### config.mk
export PLATFORM = sky130hd
export DESIGN_NAME = transpose_matrix_multiply
export DESIGN_NICKNAME = d
export VERILOG_FILES = /design/src/rtl/core/tmm_pkg.sv /design/src/rtl/core/tmm_ram.sv /design/src/rtl/core/tmm_seq.sv /design/src/rtl/core/tmm_mac.sv /design/src/rtl/core/transpose_matrix_multiply.sv
export VERILOG_INCLUDE_DIRS = /design/src /design/src/rtl/core
export SDC_FILE = /design/constraint.sdc
export NUM_CORES = 2
export LEC_CHECK = 0
export BUFFER_PORTS_ARGS = -buffer_cell sky130_fd_sc_hd__buf_4
export CORE_MARGIN = 5
export CORE_UTILIZATION = 55
export CTS_CLUSTER_SIZE = 12
export DETAILED_ROUTE_END_ITERATION = 7
export HOLD_SLACK_MARGIN = 0.12
export PLACE_DENSITY = 0.74
export SYNTH_ARGS = -nofsm -noshare
export SYNTH_HDL_FRONTEND = slang
export SYNTH_SLANG_ARGS = --single-unit
### constraint.sdc
create_clock -name clk -period 7.5 [get_ports clk]
set_clock_uncertainty 0.05 [all_clocks]
set_input_delay 1.5 -clock clk [delete_from_list [all_inputs] [get_ports clk]]
set_output_delay 1.5 -clock clk [all_outputs]
set_load 0.02 [all_outputs]
### src/rtl/core/transpose_matrix_multiply_macros.svh
// ----------------------------------------------------------------------------
// transpose_matrix_multiply_macros
// assertion helpers shared by the transpose-multiply rtl
// ----------------------------------------------------------------------------
`ifndef TRANSPOSE_MATRIX_MULTIPLY_MACROS_SVH
`define TRANSPOSE_MATRIX_MULTIPLY_MACROS_SVH

// same-cycle implication, checked out of reset
`define TMM_ASSERT_IMPL(label, ante, cons, msg) \
  label: assert property (@(posedge clk) disable iff (!rst_n) (ante) |-> (cons)) \
    else $error(msg);

// next-cycle implication, checked out of reset
`define TMM_ASSERT_NEXT(label, ante, cons, msg) \
  label: assert property (@(posedge clk) disable iff (!rst_n) (ante) |=> (cons)) \
    else $error(msg);

`endif

### src/rtl/core/tmm_pkg.sv
// ----------------------------------------------------------------------------
// tmm_pkg
// shared widths, request codes and the term control bundle
// ----------------------------------------------------------------------------
package tmm_pkg;

  localparam int DEFAULT_MAX_DIM = 8;

  localparam int ELEM_W    = 16;
  localparam int PROD_W    = 32;
  localparam int RES_W     = 48;
  localparam int POS_W     = 3;
  localparam int DIM_REG_W = 4;
  localparam int REQ_W     = 2;
  localparam int CFG_IDX_W = 2;

  // request codes
  localparam logic [REQ_W-1:0] REQ_WRITE_A = 2'd0;
  localparam logic [REQ_W-1:0] REQ_WRITE_B = 2'd1;
  localparam logic [REQ_W-1:0] REQ_COMPUTE = 2'd2;

  // configuration register indexes
  localparam logic [CFG_IDX_W-1:0] CFG_INNER_LEN = 2'd0;
  localparam logic [CFG_IDX_W-1:0] CFG_OUT_ROWS  = 2'd1;
  localparam logic [CFG_IDX_W-1:0] CFG_OUT_COLS  = 2'd2;

  localparam logic [DIM_REG_W-1:0] DIM_RESET = 4'd8;

  // one multiply-accumulate term, issued alongside the store reads
  typedef struct packed {
    logic             valid;
    logic             is_first;
    logic             is_last;
    logic             res_last;
    logic [POS_W-1:0] row;
    logic [POS_W-1:0] col;
  } tmm_term_t;

endpackage

### src/rtl/core/tmm_ram.sv
// ----------------------------------------------------------------------------
// tmm_ram
// generic simple dual-port ram, one write port, registered read port
// ----------------------------------------------------------------------------
module tmm_ram #(
  parameter int WIDTH = 16,
  parameter int DEPTH = 64
) (
  input  logic                     clk,
  input  logic                     wr_en,
  input  logic [$clog2(DEPTH)-1:0] wr_addr,
  input  logic [WIDTH-1:0]         wr_data,
  input  logic                     rd_en,
  input  logic [$clog2(DEPTH)-1:0] rd_addr,
  output logic [WIDTH-1:0]         rd_data
);

  logic [WIDTH-1:0] mem [DEPTH];

  always_ff @(posedge clk) begin
    if (wr_en) begin
      mem[wr_addr] <= wr_data;
    end
    if (rd_en) begin
      rd_data <= mem[rd_addr];
    end
  end

endmodule

### src/rtl/core/tmm_seq.sv
// ----------------------------------------------------------------------------
// tmm_seq
// request decode, store writes and the i/k/j read sequencer
// ----------------------------------------------------------------------------
module tmm_seq
  import tmm_pkg::*;
#(
  parameter int MAX_DIM = DEFAULT_MAX_DIM,
  localparam int IDX_W  = (MAX_DIM > 1) ? $clog2(MAX_DIM) : 1,
  localparam int CNT_W  = $clog2(MAX_DIM + 1),
  localparam int ADDR_W = 2 * IDX_W
) (
  input  logic              clk,
  input  logic              rst_n,
  input  logic              req_valid,
  output logic              req_ready,
  input  logic [REQ_W-1:0]  req_type,
  input  logic [POS_W-1:0]  elem_row,
  input  logic [POS_W-1:0]  elem_col,
  input  logic [ELEM_W-1:0] elem_value,
  input  logic [CNT_W-1:0]  dim_m,
  input  logic [CNT_W-1:0]  dim_n,
  input  logic [CNT_W-1:0]  dim_l,
  input  logic              mac_busy,
  output logic              a_wr_en,
  output logic              b_wr_en,
  output logic [ADDR_W-1:0] wr_addr,
  output logic [ELEM_W-1:0] wr_data,
  output logic              rd_en,
  output logic [ADDR_W-1:0] a_rd_addr,
  output logic [ADDR_W-1:0] b_rd_addr,
  output tmm_term_t         term
);

`include "transpose_matrix_multiply_macros.svh"

  typedef enum logic [1:0] {S_IDLE, S_ISSUE, S_WAIT} state_t;

  state_t           state_r, state_nxt;
  logic [IDX_W-1:0] i_r, i_nxt, k_r, k_nxt, j_r, j_nxt;
  logic [CNT_W-1:0] m_r, m_nxt, n_r, n_nxt, l_r, l_nxt;
  logic             done_all_r, done_all_nxt;

  logic accept;
  logic in_range;
  logic j_end, k_end, i_end;

  assign req_ready = (state_r == S_IDLE);
  assign accept    = req_valid && req_ready;

  // writes outside the stored square are never read back
  assign in_range = (DIM_REG_W'(elem_row) < DIM_REG_W'(MAX_DIM)) &&
                    (DIM_REG_W'(elem_col) < DIM_REG_W'(MAX_DIM));
  assign a_wr_en  = accept && (req_type == REQ_WRITE_A) && in_range;
  assign b_wr_en  = accept && (req_type == REQ_WRITE_B) && in_range;
  assign wr_addr  = {elem_row[IDX_W-1:0], elem_col[IDX_W-1:0]};
  assign wr_data  = elem_value;

  assign j_end = (CNT_W'(j_r) + CNT_W'(1)) == m_r;
  assign k_end = (CNT_W'(k_r) + CNT_W'(1)) == l_r;
  assign i_end = (CNT_W'(i_r) + CNT_W'(1)) == n_r;

  // A[j][i] and B[j][k]
  assign rd_en     = (state_r == S_ISSUE);
  assign a_rd_addr = {j_r, i_r};
  assign b_rd_addr = {j_r, k_r};

  always_comb begin
    term          = '0;
    term.valid    = (state_r == S_ISSUE);
    term.is_first = (j_r == '0);
    term.is_last  = j_end;
    term.res_last = i_end && k_end;
    term.row      = POS_W'(i_r);
    term.col      = POS_W'(k_r);
  end

  always_comb begin
    state_nxt    = state_r;
    i_nxt        = i_r;
    k_nxt        = k_r;
    j_nxt        = j_r;
    m_nxt        = m_r;
    n_nxt        = n_r;
    l_nxt        = l_r;
    done_all_nxt = done_all_r;
    case (state_r)
      S_IDLE: begin
        if (accept && (req_type == REQ_COMPUTE) &&
            (dim_m != '0) && (dim_n != '0) && (dim_l != '0)) begin
          m_nxt        = dim_m;
          n_nxt        = dim_n;
          l_nxt        = dim_l;
          i_nxt        = '0;
          k_nxt        = '0;
          j_nxt        = '0;
          done_all_nxt = 1'b0;
          state_nxt    = S_ISSUE;
        end
      end
      S_ISSUE: begin
        if (j_end) begin
          j_nxt     = '0;
          state_nxt = S_WAIT;
          if (k_end) begin
            k_nxt = '0;
            if (i_end) begin
              done_all_nxt = 1'b1;
            end else begin
              i_nxt = i_r + IDX_W'(1);
            end
          end else begin
            k_nxt = k_r + IDX_W'(1);
          end
        end else begin
          j_nxt = j_r + IDX_W'(1);
        end
      end
      S_WAIT: begin
        if (!mac_busy) begin
          state_nxt = done_all_r ? S_IDLE : S_ISSUE;
        end
      end
      default: state_nxt = S_IDLE;
    endcase
  end

  always_ff @(posedge clk) begin
    if (!rst_n) begin
      state_r    <= S_IDLE;
      done_all_r <= 1'b0;
    end else begin
      state_r    <= state_nxt;
      done_all_r <= done_all_nxt;
    end
    i_r <= i_nxt;
    k_r <= k_nxt;
    j_r <= j_nxt;
    m_r <= m_nxt;
    n_r <= n_nxt;
    l_r <= l_nxt;
  end

  `TMM_ASSERT_IMPL(a_start_on_empty_mac, (state_r == S_ISSUE) && (j_r == '0), !mac_busy, "dot product started while mac still busy")
  `TMM_ASSERT_IMPL(a_index_in_range, state_r == S_ISSUE, (CNT_W'(j_r) < m_r) && (CNT_W'(i_r) < n_r) && (CNT_W'(k_r) < l_r), "sequencer index out of range")

endmodule

### src/rtl/core/tmm_mac.sv
// ----------------------------------------------------------------------------
// tmm_mac
// multiply, accumulate and result register with valid/ready output
// ----------------------------------------------------------------------------
module tmm_mac
  import tmm_pkg::*;
(
  input  logic                     clk,
  input  logic                     rst_n,
  input  tmm_term_t                term,
  input  logic [ELEM_W-1:0]        rd_a,
  input  logic [ELEM_W-1:0]        rd_b,
  output logic                     busy,
  output logic                     out_valid,
  input  logic                     out_ready,
  output logic [POS_W-1:0]         out_res_row,
  output logic [POS_W-1:0]         out_res_col,
  output logic signed [RES_W-1:0]  out_res_value,
  output logic                     out_res_last
);

`include "transpose_matrix_multiply_macros.svh"

  tmm_term_t                c1_r, c2_r;
  logic signed [PROD_W-1:0] prod_nxt, prod_r;
  logic signed [RES_W-1:0]  acc_r, acc_nxt;
  logic                     done_r, done_nxt;
  logic [POS_W-1:0]         done_row_r, done_col_r;
  logic                     done_last_r;
  logic                     out_valid_r, out_valid_nxt;
  logic                     load_out;

  assign prod_nxt = $signed(rd_a) * $signed(rd_b);
  assign acc_nxt  = (c2_r.is_first ? '0 : acc_r) +
                    {{(RES_W - PROD_W){prod_r[PROD_W-1]}}, prod_r};

  assign load_out = done_r && (!out_valid_r || out_ready);
  assign done_nxt = (c2_r.valid && c2_r.is_last) || (done_r && !load_out);

  always_comb begin
    out_valid_nxt = out_valid_r;
    if (load_out) begin
      out_valid_nxt = 1'b1;
    end else if (out_ready) begin
      out_valid_nxt = 1'b0;
    end
  end

  assign busy      = c1_r.valid || c2_r.valid || done_r;
  assign out_valid = out_valid_r;

  always_ff @(posedge clk) begin
    if (!rst_n) begin
      c1_r        <= '0;
      c2_r        <= '0;
      done_r      <= 1'b0;
      out_valid_r <= 1'b0;
    end else begin
      c1_r        <= term;
      c2_r        <= c1_r;
      done_r      <= done_nxt;
      out_valid_r <= out_valid_nxt;
    end
    prod_r <= prod_nxt;
    if (c2_r.valid) begin
      acc_r <= acc_nxt;
    end
    if (c2_r.valid && c2_r.is_last) begin
      done_row_r  <= c2_r.row;
      done_col_r  <= c2_r.col;
      done_last_r <= c2_r.res_last;
    end
    if (load_out) begin
      out_res_row   <= done_row_r;
      out_res_col   <= done_col_r;
      out_res_value <= acc_r;
      out_res_last  <= done_last_r;
    end
  end

  `TMM_ASSERT_IMPL(a_no_overrun, done_r, !(c1_r.valid || c2_r.valid), "term arrived while a result was pending")
  `TMM_ASSERT_NEXT(a_done_after_last, c2_r.valid && c2_r.is_last, done_r, "final term did not raise done")

endmodule

### src/rtl/core/transpose_matrix_multiply.sv
// ----------------------------------------------------------------------------
// transpose_matrix_multiply
// R = transpose(A) * B over two element stores, Q4.12 in, exact Q24.24 out
// ----------------------------------------------------------------------------
// loads: a load request is written in the cycle it is taken, one per idle cycle
// compute: each result runs its m terms through one shared mac (store read,
//   product register, accumulator); the next result waits for the mac to drain
// no request is taken while a compute runs; a result may wait in the output
//   register while loads go on
// reset (rst_n, synchronous, active low) sets all three dimensions to 8 and
//   empties the pipeline; the stores stay undefined until written
module transpose_matrix_multiply
  import tmm_pkg::*;
#(
  parameter int MAX_DIM = DEFAULT_MAX_DIM
) (
  input  logic                     clk,
  input  logic                     rst_n,
  // configuration writes
  input  logic                     cfg_we,
  input  logic [CFG_IDX_W-1:0]     cfg_index,
  input  logic [DIM_REG_W-1:0]     cfg_wdata,
  // request channel
  input  logic                     in_valid,
  output logic                     in_ready,
  input  logic [REQ_W-1:0]         in_req_type,
  input  logic [POS_W-1:0]         in_elem_row,
  input  logic [POS_W-1:0]         in_elem_col,
  input  logic signed [ELEM_W-1:0] in_elem_value,
  // result channel
  output logic                     out_valid,
  input  logic                     out_ready,
  output logic [POS_W-1:0]         out_res_row,
  output logic [POS_W-1:0]         out_res_col,
  output logic signed [RES_W-1:0]  out_res_value,
  output logic                     out_res_last
);

`include "transpose_matrix_multiply_macros.svh"

  // store index bits per dimension and the width of a dimension count
  localparam int IDX_W     = (MAX_DIM > 1) ? $clog2(MAX_DIM) : 1;
  localparam int CNT_W     = $clog2(MAX_DIM + 1);
  localparam int ADDR_W    = 2 * IDX_W;
  localparam int RAM_DEPTH = 1 << ADDR_W;

  logic [DIM_REG_W-1:0] inner_len_r, out_rows_r, out_cols_r;
  logic [CNT_W-1:0]     dim_m, dim_n, dim_l;

  logic              a_wr_en, b_wr_en, rd_en;
  logic [ADDR_W-1:0] wr_addr, a_rd_addr, b_rd_addr;
  logic [ELEM_W-1:0] wr_data, rd_a, rd_b;
  logic              mac_busy;
  tmm_term_t         term;

  // dimension registers, indexes past the last register are dropped
  always_ff @(posedge clk) begin
    if (!rst_n) begin
      inner_len_r <= DIM_RESET;
      out_rows_r  <= DIM_RESET;
      out_cols_r  <= DIM_RESET;
    end else if (cfg_we) begin
      case (cfg_index)
        CFG_INNER_LEN: inner_len_r <= cfg_wdata;
        CFG_OUT_ROWS:  out_rows_r  <= cfg_wdata;
        CFG_OUT_COLS:  out_cols_r  <= cfg_wdata;
        default: ;
      endcase
    end
  end

  // oversized dimensions saturate to the store side
  always_comb begin
    dim_m = (inner_len_r > DIM_REG_W'(MAX_DIM)) ? CNT_W'(MAX_DIM) : CNT_W'(inner_len_r);
    dim_n = (out_rows_r > DIM_REG_W'(MAX_DIM)) ? CNT_W'(MAX_DIM) : CNT_W'(out_rows_r);
    dim_l = (out_cols_r > DIM_REG_W'(MAX_DIM)) ? CNT_W'(MAX_DIM) : CNT_W'(out_cols_r);
  end

  // request decode and term sequencing
  tmm_seq #(
    .MAX_DIM (MAX_DIM)
  ) u_seq (
    .clk        (clk),
    .rst_n      (rst_n),
    .req_valid  (in_valid),
    .req_ready  (in_ready),
    .req_type   (in_req_type),
    .elem_row   (in_elem_row),
    .elem_col   (in_elem_col),
    .elem_value (in_elem_value),
    .dim_m      (dim_m),
    .dim_n      (dim_n),
    .dim_l      (dim_l),
    .mac_busy   (mac_busy),
    .a_wr_en    (a_wr_en),
    .b_wr_en    (b_wr_en),
    .wr_addr    (wr_addr),
    .wr_data    (wr_data),
    .rd_en      (rd_en),
    .a_rd_addr  (a_rd_addr),
    .b_rd_addr  (b_rd_addr),
    .term       (term)
  );

  // element store for A, addressed {row, col}
  tmm_ram #(
    .WIDTH (ELEM_W),
    .DEPTH (RAM_DEPTH)
  ) u_store_a (
    .clk     (clk),
    .wr_en   (a_wr_en),
    .wr_addr (wr_addr),
    .wr_data (wr_data),
    .rd_en   (rd_en),
    .rd_addr (a_rd_addr),
    .rd_data (rd_a)
  );

  // element store for B, addressed {row, col}
  tmm_ram #(
    .WIDTH (ELEM_W),
    .DEPTH (RAM_DEPTH)
  ) u_store_b (
    .clk     (clk),
    .wr_en   (b_wr_en),
    .wr_addr (wr_addr),
    .wr_data (wr_data),
    .rd_en   (rd_en),
    .rd_addr (b_rd_addr),
    .rd_data (rd_b)
  );

  // product, accumulator and output register
  tmm_mac u_mac (
    .clk           (clk),
    .rst_n         (rst_n),
    .term          (term),
    .rd_a          (rd_a),
    .rd_b          (rd_b),
    .busy          (mac_busy),
    .out_valid     (out_valid),
    .out_ready     (out_ready),
    .out_res_row   (out_res_row),
    .out_res_col   (out_res_col),
    .out_res_value (out_res_value),
    .out_res_last  (out_res_last)
  );

  // no store write may land while terms are being read
  `TMM_ASSERT_IMPL(a_no_write_during_read, rd_en, !(a_wr_en || b_wr_en), "store write during compute read")

endmodule
# Word-level counts from Yosys, hierarchy flattened
# Memories as Yosys holds them, arrays and structs flattened. A register that Yosys moved wholly into a read port is not among the register bits.
# Index checks and enable logic that the tools add are counted.
[classes] mux=30 order_cmp=3 addsub=7 reduce_logical=35 mul=1 n_eq_ne=15
[ops] operator="$add 48x48->48" n=1
[ops] operator="$mux 48" n=1
[ops] operator="$mul 16x16->32" n=1
[ops] operator="$mux 3" n=7
[ops] operator="$pmux 3 s2" n=3
[ops] operator="$add 3x1->4 const B" n=3
[ops] operator="$eq 4x4->1" n=3
[ops] operator="$gt 4x4->1 const B" n=3
[ops] operator="$mux 4" n=3
[ops] operator="$reduce_bool 4->1" n=3
[ops] operator="$logic_and 1x1->1" n=11
[ops] operator="$mux 1" n=11
[ops] operator="$reduce_and 2->1" n=5
[ops] operator="$reduce_and 5->1" n=2
[ops] operator="$add 3x1->3 const B" n=3
[ops] operator="$eq 2x1->1 const B" n=3
[ops] operator="$eq 2x2->1 const B" n=3
[ops] operator="$logic_not 2->1" n=3
[ops] operator="$mux 2" n=3
[ops] operator="$ne 2x1->1 const B" n=3
[ops] operator="$ne 2x2->1 const B" n=3
[ops] operator="$pmux 2 s3" n=1
[ops] operator="$reduce_and 3->1" n=2
[ops] operator="$logic_or 1x1->1" n=4
[ops] operator="4 further kinds" n=6
[totals] wordCells=127 ram_bits=2048 n_memories=2 input_bits=35 reg_bits=200
[mem_list] memory="u_store_a.mem" words=64 width=16 rd=1 rd_ports_with_merged_regs=1 write_ports=1 line_no="tmm_ram.sv:18" source="logic [WIDTH-1:0] mem [DEPTH];"
[mem_list] memory="u_store_b.mem" words=64 width=16 rd=1 rd_ports_with_merged_regs=1 write_ports=1 line_no="tmm_ram.sv:18"

# Longest topological paths before layout
[logic_depth] ltp_word=8 depth_mapped=24 ltp_nobuf=23

# By module
# From an unflattened synthesis, not the netlist that was laid out.
[hier_totals] hier_cells=5595 area_unflattened_um2=99889.6
[modules_own_cells] module="tmm_ram" cells_per_inst=1829 seq_area_each_um2=31230.0 area_each_um2=40202.3 instances=2
[modules_own_cells] module="tmm_mac" cells_per_inst=1747 seq_area_each_um2=4384.2 area_each_um2=17460.5 instances=1
[modules_own_cells] module="tmm_seq" cells_per_inst=132 seq_area_each_um2=690.7 area_each_um2=1487.7 instances=1
[modules_own_cells] module="transpose_matrix_multiply" cells_per_inst=58 seq_area_each_um2=240.2 area_each_um2=536.8 instances=1

# Least setup slack after synthesis
# Ideal clock, no wire load.
[synth_path] kind="register -> register" from="reg u_store_b.rd_data[7], read port of u_store_b.mem" to="reg u_mac.prod_r[27]" stages_incl_launch_ff=24 t_required_ns=7.388 setup_ns=0.062 setup_slack_ns=1.471 arrival_ns=5.918 n_path_buf=1 cell_sequence="edfxtp_1 > clkbuf_1 > nand2_1 > fa_1 > inv_1 > fa_1 > inv_1 > fa_1 > inv_1 > fa_1 > fa_1 > inv_1 > fa_1 > inv_1 > ha_1 > o21a_1 > a221o_1 > a21o_1 > o21ai_1 > a211oi_1 > o21ai_1 > a21oi_1 > or4b_1 > nand3_1"
[synth_between] elab_chain_len=1
[synth_rtl] item="from (decl)" line_no="tmm_ram.sv:15" source="output logic [WIDTH-1:0] rd_data"
[synth_rtl] item="$mul 16x16->32" line_no="tmm_mac.sv:33" source="assign prod_nxt = $signed(rd_a) * $signed(rd_b);"
[synth_rtl] item="net u_mac.prod_nxt[27]" line_no="tmm_mac.sv:25" source="logic signed [PROD_W-1:0] prod_nxt, prod_r;"
[synth_rtl] item="to (signal assigned)" line_no="tmm_mac.sv:64" source="prod_r <= prod_nxt;"
[synth_rtl] item="to (decl)" line_no="tmm_mac.sv:25"
# The timed path passes the listed nets, and every way through them passes these cells.
# A chain may end at the register's enable or synchronous reset.

# Final worst setup path
[layout_path] from="reg u_store_a.rd_data[7], read port of u_store_a.mem" to="reg u_mac.prod_r[27]"
[layout_between] elab_chain_len=1
[layout_rtl] item="from (decl)" line_no="tmm_ram.sv:15"
[layout_rtl] item="$mul 16x16->32" line_no="tmm_mac.sv:33"
[layout_rtl] item="net u_mac.prod_nxt[27]" line_no="tmm_mac.sv:25"
# The timed path passes the listed nets, and every way through them passes these cells.

==> impl_metrics.json <==
{
  "p_per_area_nw_per_um2": 308.8,
  "final_cell_mix": "edfxtp_1, mux4_2, inv_1",
  "endpoint_kind": "flop",
  "viasPerCell": 6.262,
  "start_kind": "flop",
  "slew_viol_final": 0,
  "fin_nets": 5663,
  "design.core.area_um2": 177800,
  "firstDrtPassIters": 8,
  "final_common_cell": "edfxtp_1",
  "die_w_um": 432.2,
  "syn2layout_area_growth_pct": 10.74,
  "status": "finished clean",
  "clkPwrFrac_pct": 29.5,
  "synthArstFlopShare_pct": 0,
  "cts_resized": 0,
  "clkLatencyLatePin_ns": 0.85,
  "dieArea_um2": 186800,
  "cts_tree": "yes",
  "ir_worst_vdd_mv": 0.3671,
  "synthFlopType": "edfxtp_1",
  "syn-cell-area_um2": 98020,
  "wl_per_cell_um": 29.07,
  "synth_edf_count": 2211,
  "fin_util_pct": 61.04,
  "seq_power_share_pct": 43.0,
  "p_int_mw": 23.75,
  "setup_violations": 0,
  "syn_nets": 5384,
  "finalSetupTns_ns": 0,
  "fin_crit_sh_pct": 87.94,
  "placed_cells": 7365,
  "hold_viol": 0,
  "synthCells": 4953,
  "vias": 48185,
  "cp.arrival_ns": 7.33,
  "finalNonFillerCells": 7695,
  "path_clk_slew_ns": 0.06,
  "drt_iter0_drc": 5923,
  "synth_area_per_cell_um2": 19.79,
  "clockBufferDepth": 3,
  "worst-path-max-fanout": 16,
  "hpwl_um": 134000,
  "ys_types": 72,
  "htree_levels": 4,
  "fin_ws_ns": 0.9047,
  "overflow": 0,
  "rsz0062_at_grt": "false",
  "worst_pin_slew_ns": 1.217,
  "gp_congestion": 0.8745,
  "wl_um": 223700,
  "sw_frac_of_total_pct": 29.14,
  "grt_first_pass_wirelength_um": 333000,
  "die_h_um": 432.2,
  "drv_cap": 0,
  "slew_headroom_pct": 18.85,
  "pwr-share-comb_pct": 27.5,
  "grt_pass1_vias": 49544,
  "num_rows": 155,
  "floorplan.initialDensity_pct": 55.12,
  "max_clock_freq_ghz": 0.1516,
  "cts_buffers": 220,
  "ant_nets": 0,
  "place_ws_ns": 0.9087,
  "cts_setup_buffers": 0,
  "seq_area_frac_synth_pct": 69.14,
  "port_buffers": 91,
  "cts_root_buf": "clkbuf_16",
  "grt_use_total_pct": 24.39,
  "cp.required_ns": 8.24,
  "io_pins": 92,
  "grt_max_degree": 165,
  "drc": 0,
  "criticalPathCategory": "flop to flop",
  "fin_crit_ns": 6.595,
  "ys.warnings.count": 0,
  "p_leak_nw": 36.33,
  "p_switching_mw": 9.766,
  "hold_buffers": 0,
  "hold_path_class": "flop to flop",
  "nFillCells": 12037,
  "antenna_found_initial": 20,
  "cts_sinks": 2280,
  "final_layout_size_suffix_gt1_share_pct": 23.04,
  "ys_ff_latch": 2280
}
[layout make-up]
type / count / area (µm²) / share of cell area (%)
antenna: 9 / 22.52 / 0.02075
multi-input combinational: 2129 / 28160 / 25.94
clock inverter: 47 / 452.9 / 0.4173
inverter: 326 / 1224 / 1.127
sequential: 2280 / 67780 / 62.44
timing repair buffer: 275 / 2177 / 2.006
clock buffer: 274 / 5791 / 5.335
tap: 2355 / 2947 / 2.715
[power by group through the flow]
stage                     logic (mW)  clock network [mW]  registers (mW)
final                           9.23                9.88            14.4
after global routing            10.4                10.6            14.4
after CTS                       9.23                10.0            14.4
after detailed placement        9.18                   0            14.7
after global placement          8.94                   0            14.7
after floorplan                 7.08                   0            14.6
[synthesized netlist by cell type, drive strengths merged, types with 3 or more instances]
cell type | number | share of area [%]
a21o | 36 | 0.28
or3 | 6 | 0.038
dfxtp | 69 | 1.4
buf | 83 | 0.41
nor2b | 78 | 0.50
xnor2 | 63 | 0.56
nand3 | 21 | 0.11
a211oi | 9 | 0.074
o31ai | 3 | 0.023
a2111oi | 5 | 0.059
xor2 | 22 | 0.20
and2 | 151 | 0.96
o21bai | 8 | 0.061
inv | 326 | 1.2
nor2 | 201 | 0.77
o21a | 10 | 0.077
a31oi | 9 | 0.073
nand3b | 6 | 0.046
ha | 133 | 1.7
a311oi | 3 | 0.027
nor4b | 3 | 0.027
o21ai | 39 | 0.20
a21boi | 3 | 0.023
edfxtp | 2211 | 68
or2 | 6 | 0.038
nor3b | 4 | 0.031
nand2b | 19 | 0.12
nor4 | 6 | 0.038
mux4 | 672 | 15
nand2 | 177 | 0.68
fa | 263 | 5.4
nand4 | 3 | 0.019
mux2i | 17 | 0.17
clkbuf | 135 | 0.52
nor3 | 27 | 0.14
o211ai | 5 | 0.038
o41ai | 4 | 0.036
and3 | 14 | 0.089
a21oi | 73 | 0.37
[cell families (layout without fill, tap and decap cells)]
family	count (synthesis)	count (layout)	share of synthesized area [%]
flops	2280	2280	69.14
mux	689	689	15.61
compound gates	227	227	1.544
other cells	0	9	0
simple gates	732	732	3.700
buf+inv	544	922	2.172
xor+xnor	85	85	0.7595
fa+ha+maj	396	396	7.069
[critical path, cell delays in order, from the launching register on]
cell and delay, ns:
edfxtp_1 0.71, nand2_1 0.18, fa_1 0.57, inv_1 0.05, fa_1 0.49, inv_1 0.05, fa_1 0.54, inv_1 0.05
fa_1 0.48, fa_1 0.50, inv_1 0.05, fa_1 0.47, inv_1 0.04, ha_1 0.34, o21a_1 0.14, a221o_1 0.31
a21o_1 0.16, o21ai_1 0.24, a211oi_1 0.15, o21ai_1 0.24, a21oi_1 0.12, or4b_1 0.50, nand3_1 0.08
[through the flow]
stage	hold WS (ns)	power (mW)	area [µm²]
after floorplan	0.3355	21.70	98020
after detailed placement	0.3387	23.85	102300
final	0.3525	33.52	108500
after global placement	0.3366	23.62	102300
after global routing	0.3607	35.39	108500
after CTS	0.3524	33.68	108500
[flip-flops by register name, summed over array words and instances, names as in the netlist, 10 cells and up]
signal and cells:
u_mac.c1_r 10, u_mac.prod_r 32, u_mac.c2_r 10, u_store_b.rd_data 16, u_store_b.mem 1024, u_mac.acc_r 48
u_store_a.rd_data 16, u_mac.out_res_value 48, u_store_a.mem 1024
[layer usage]
layer  track usage [%]  vias to the layer above  part of all wire [%]
li1                  -                    19922                     -
met1             34.73                    25386                    39
met4             6.923                       14                   2.8
met3             5.453                      348                   9.7
met2             38.73                     2515                    48
met5                 0                        -                 0.045
[worst paths after layout]
path | from | end | depth (start not counted) | slack, ns
min | u_mac.c2_r[2] | u_mac.done_col_r[2] | 0 | 0.35
max | u_store_a.rd_data[7] | u_mac.prod_r[27] | 22 | 0.90
max reg2reg | u_store_a.rd_data[7] | u_mac.prod_r[27] | 22 | 0.90
min reg2reg | u_mac.c2_r[2] | u_mac.done_col_r[2] | 0 | 0.35
Note: power is estimated with default switching activity, not from simulation.
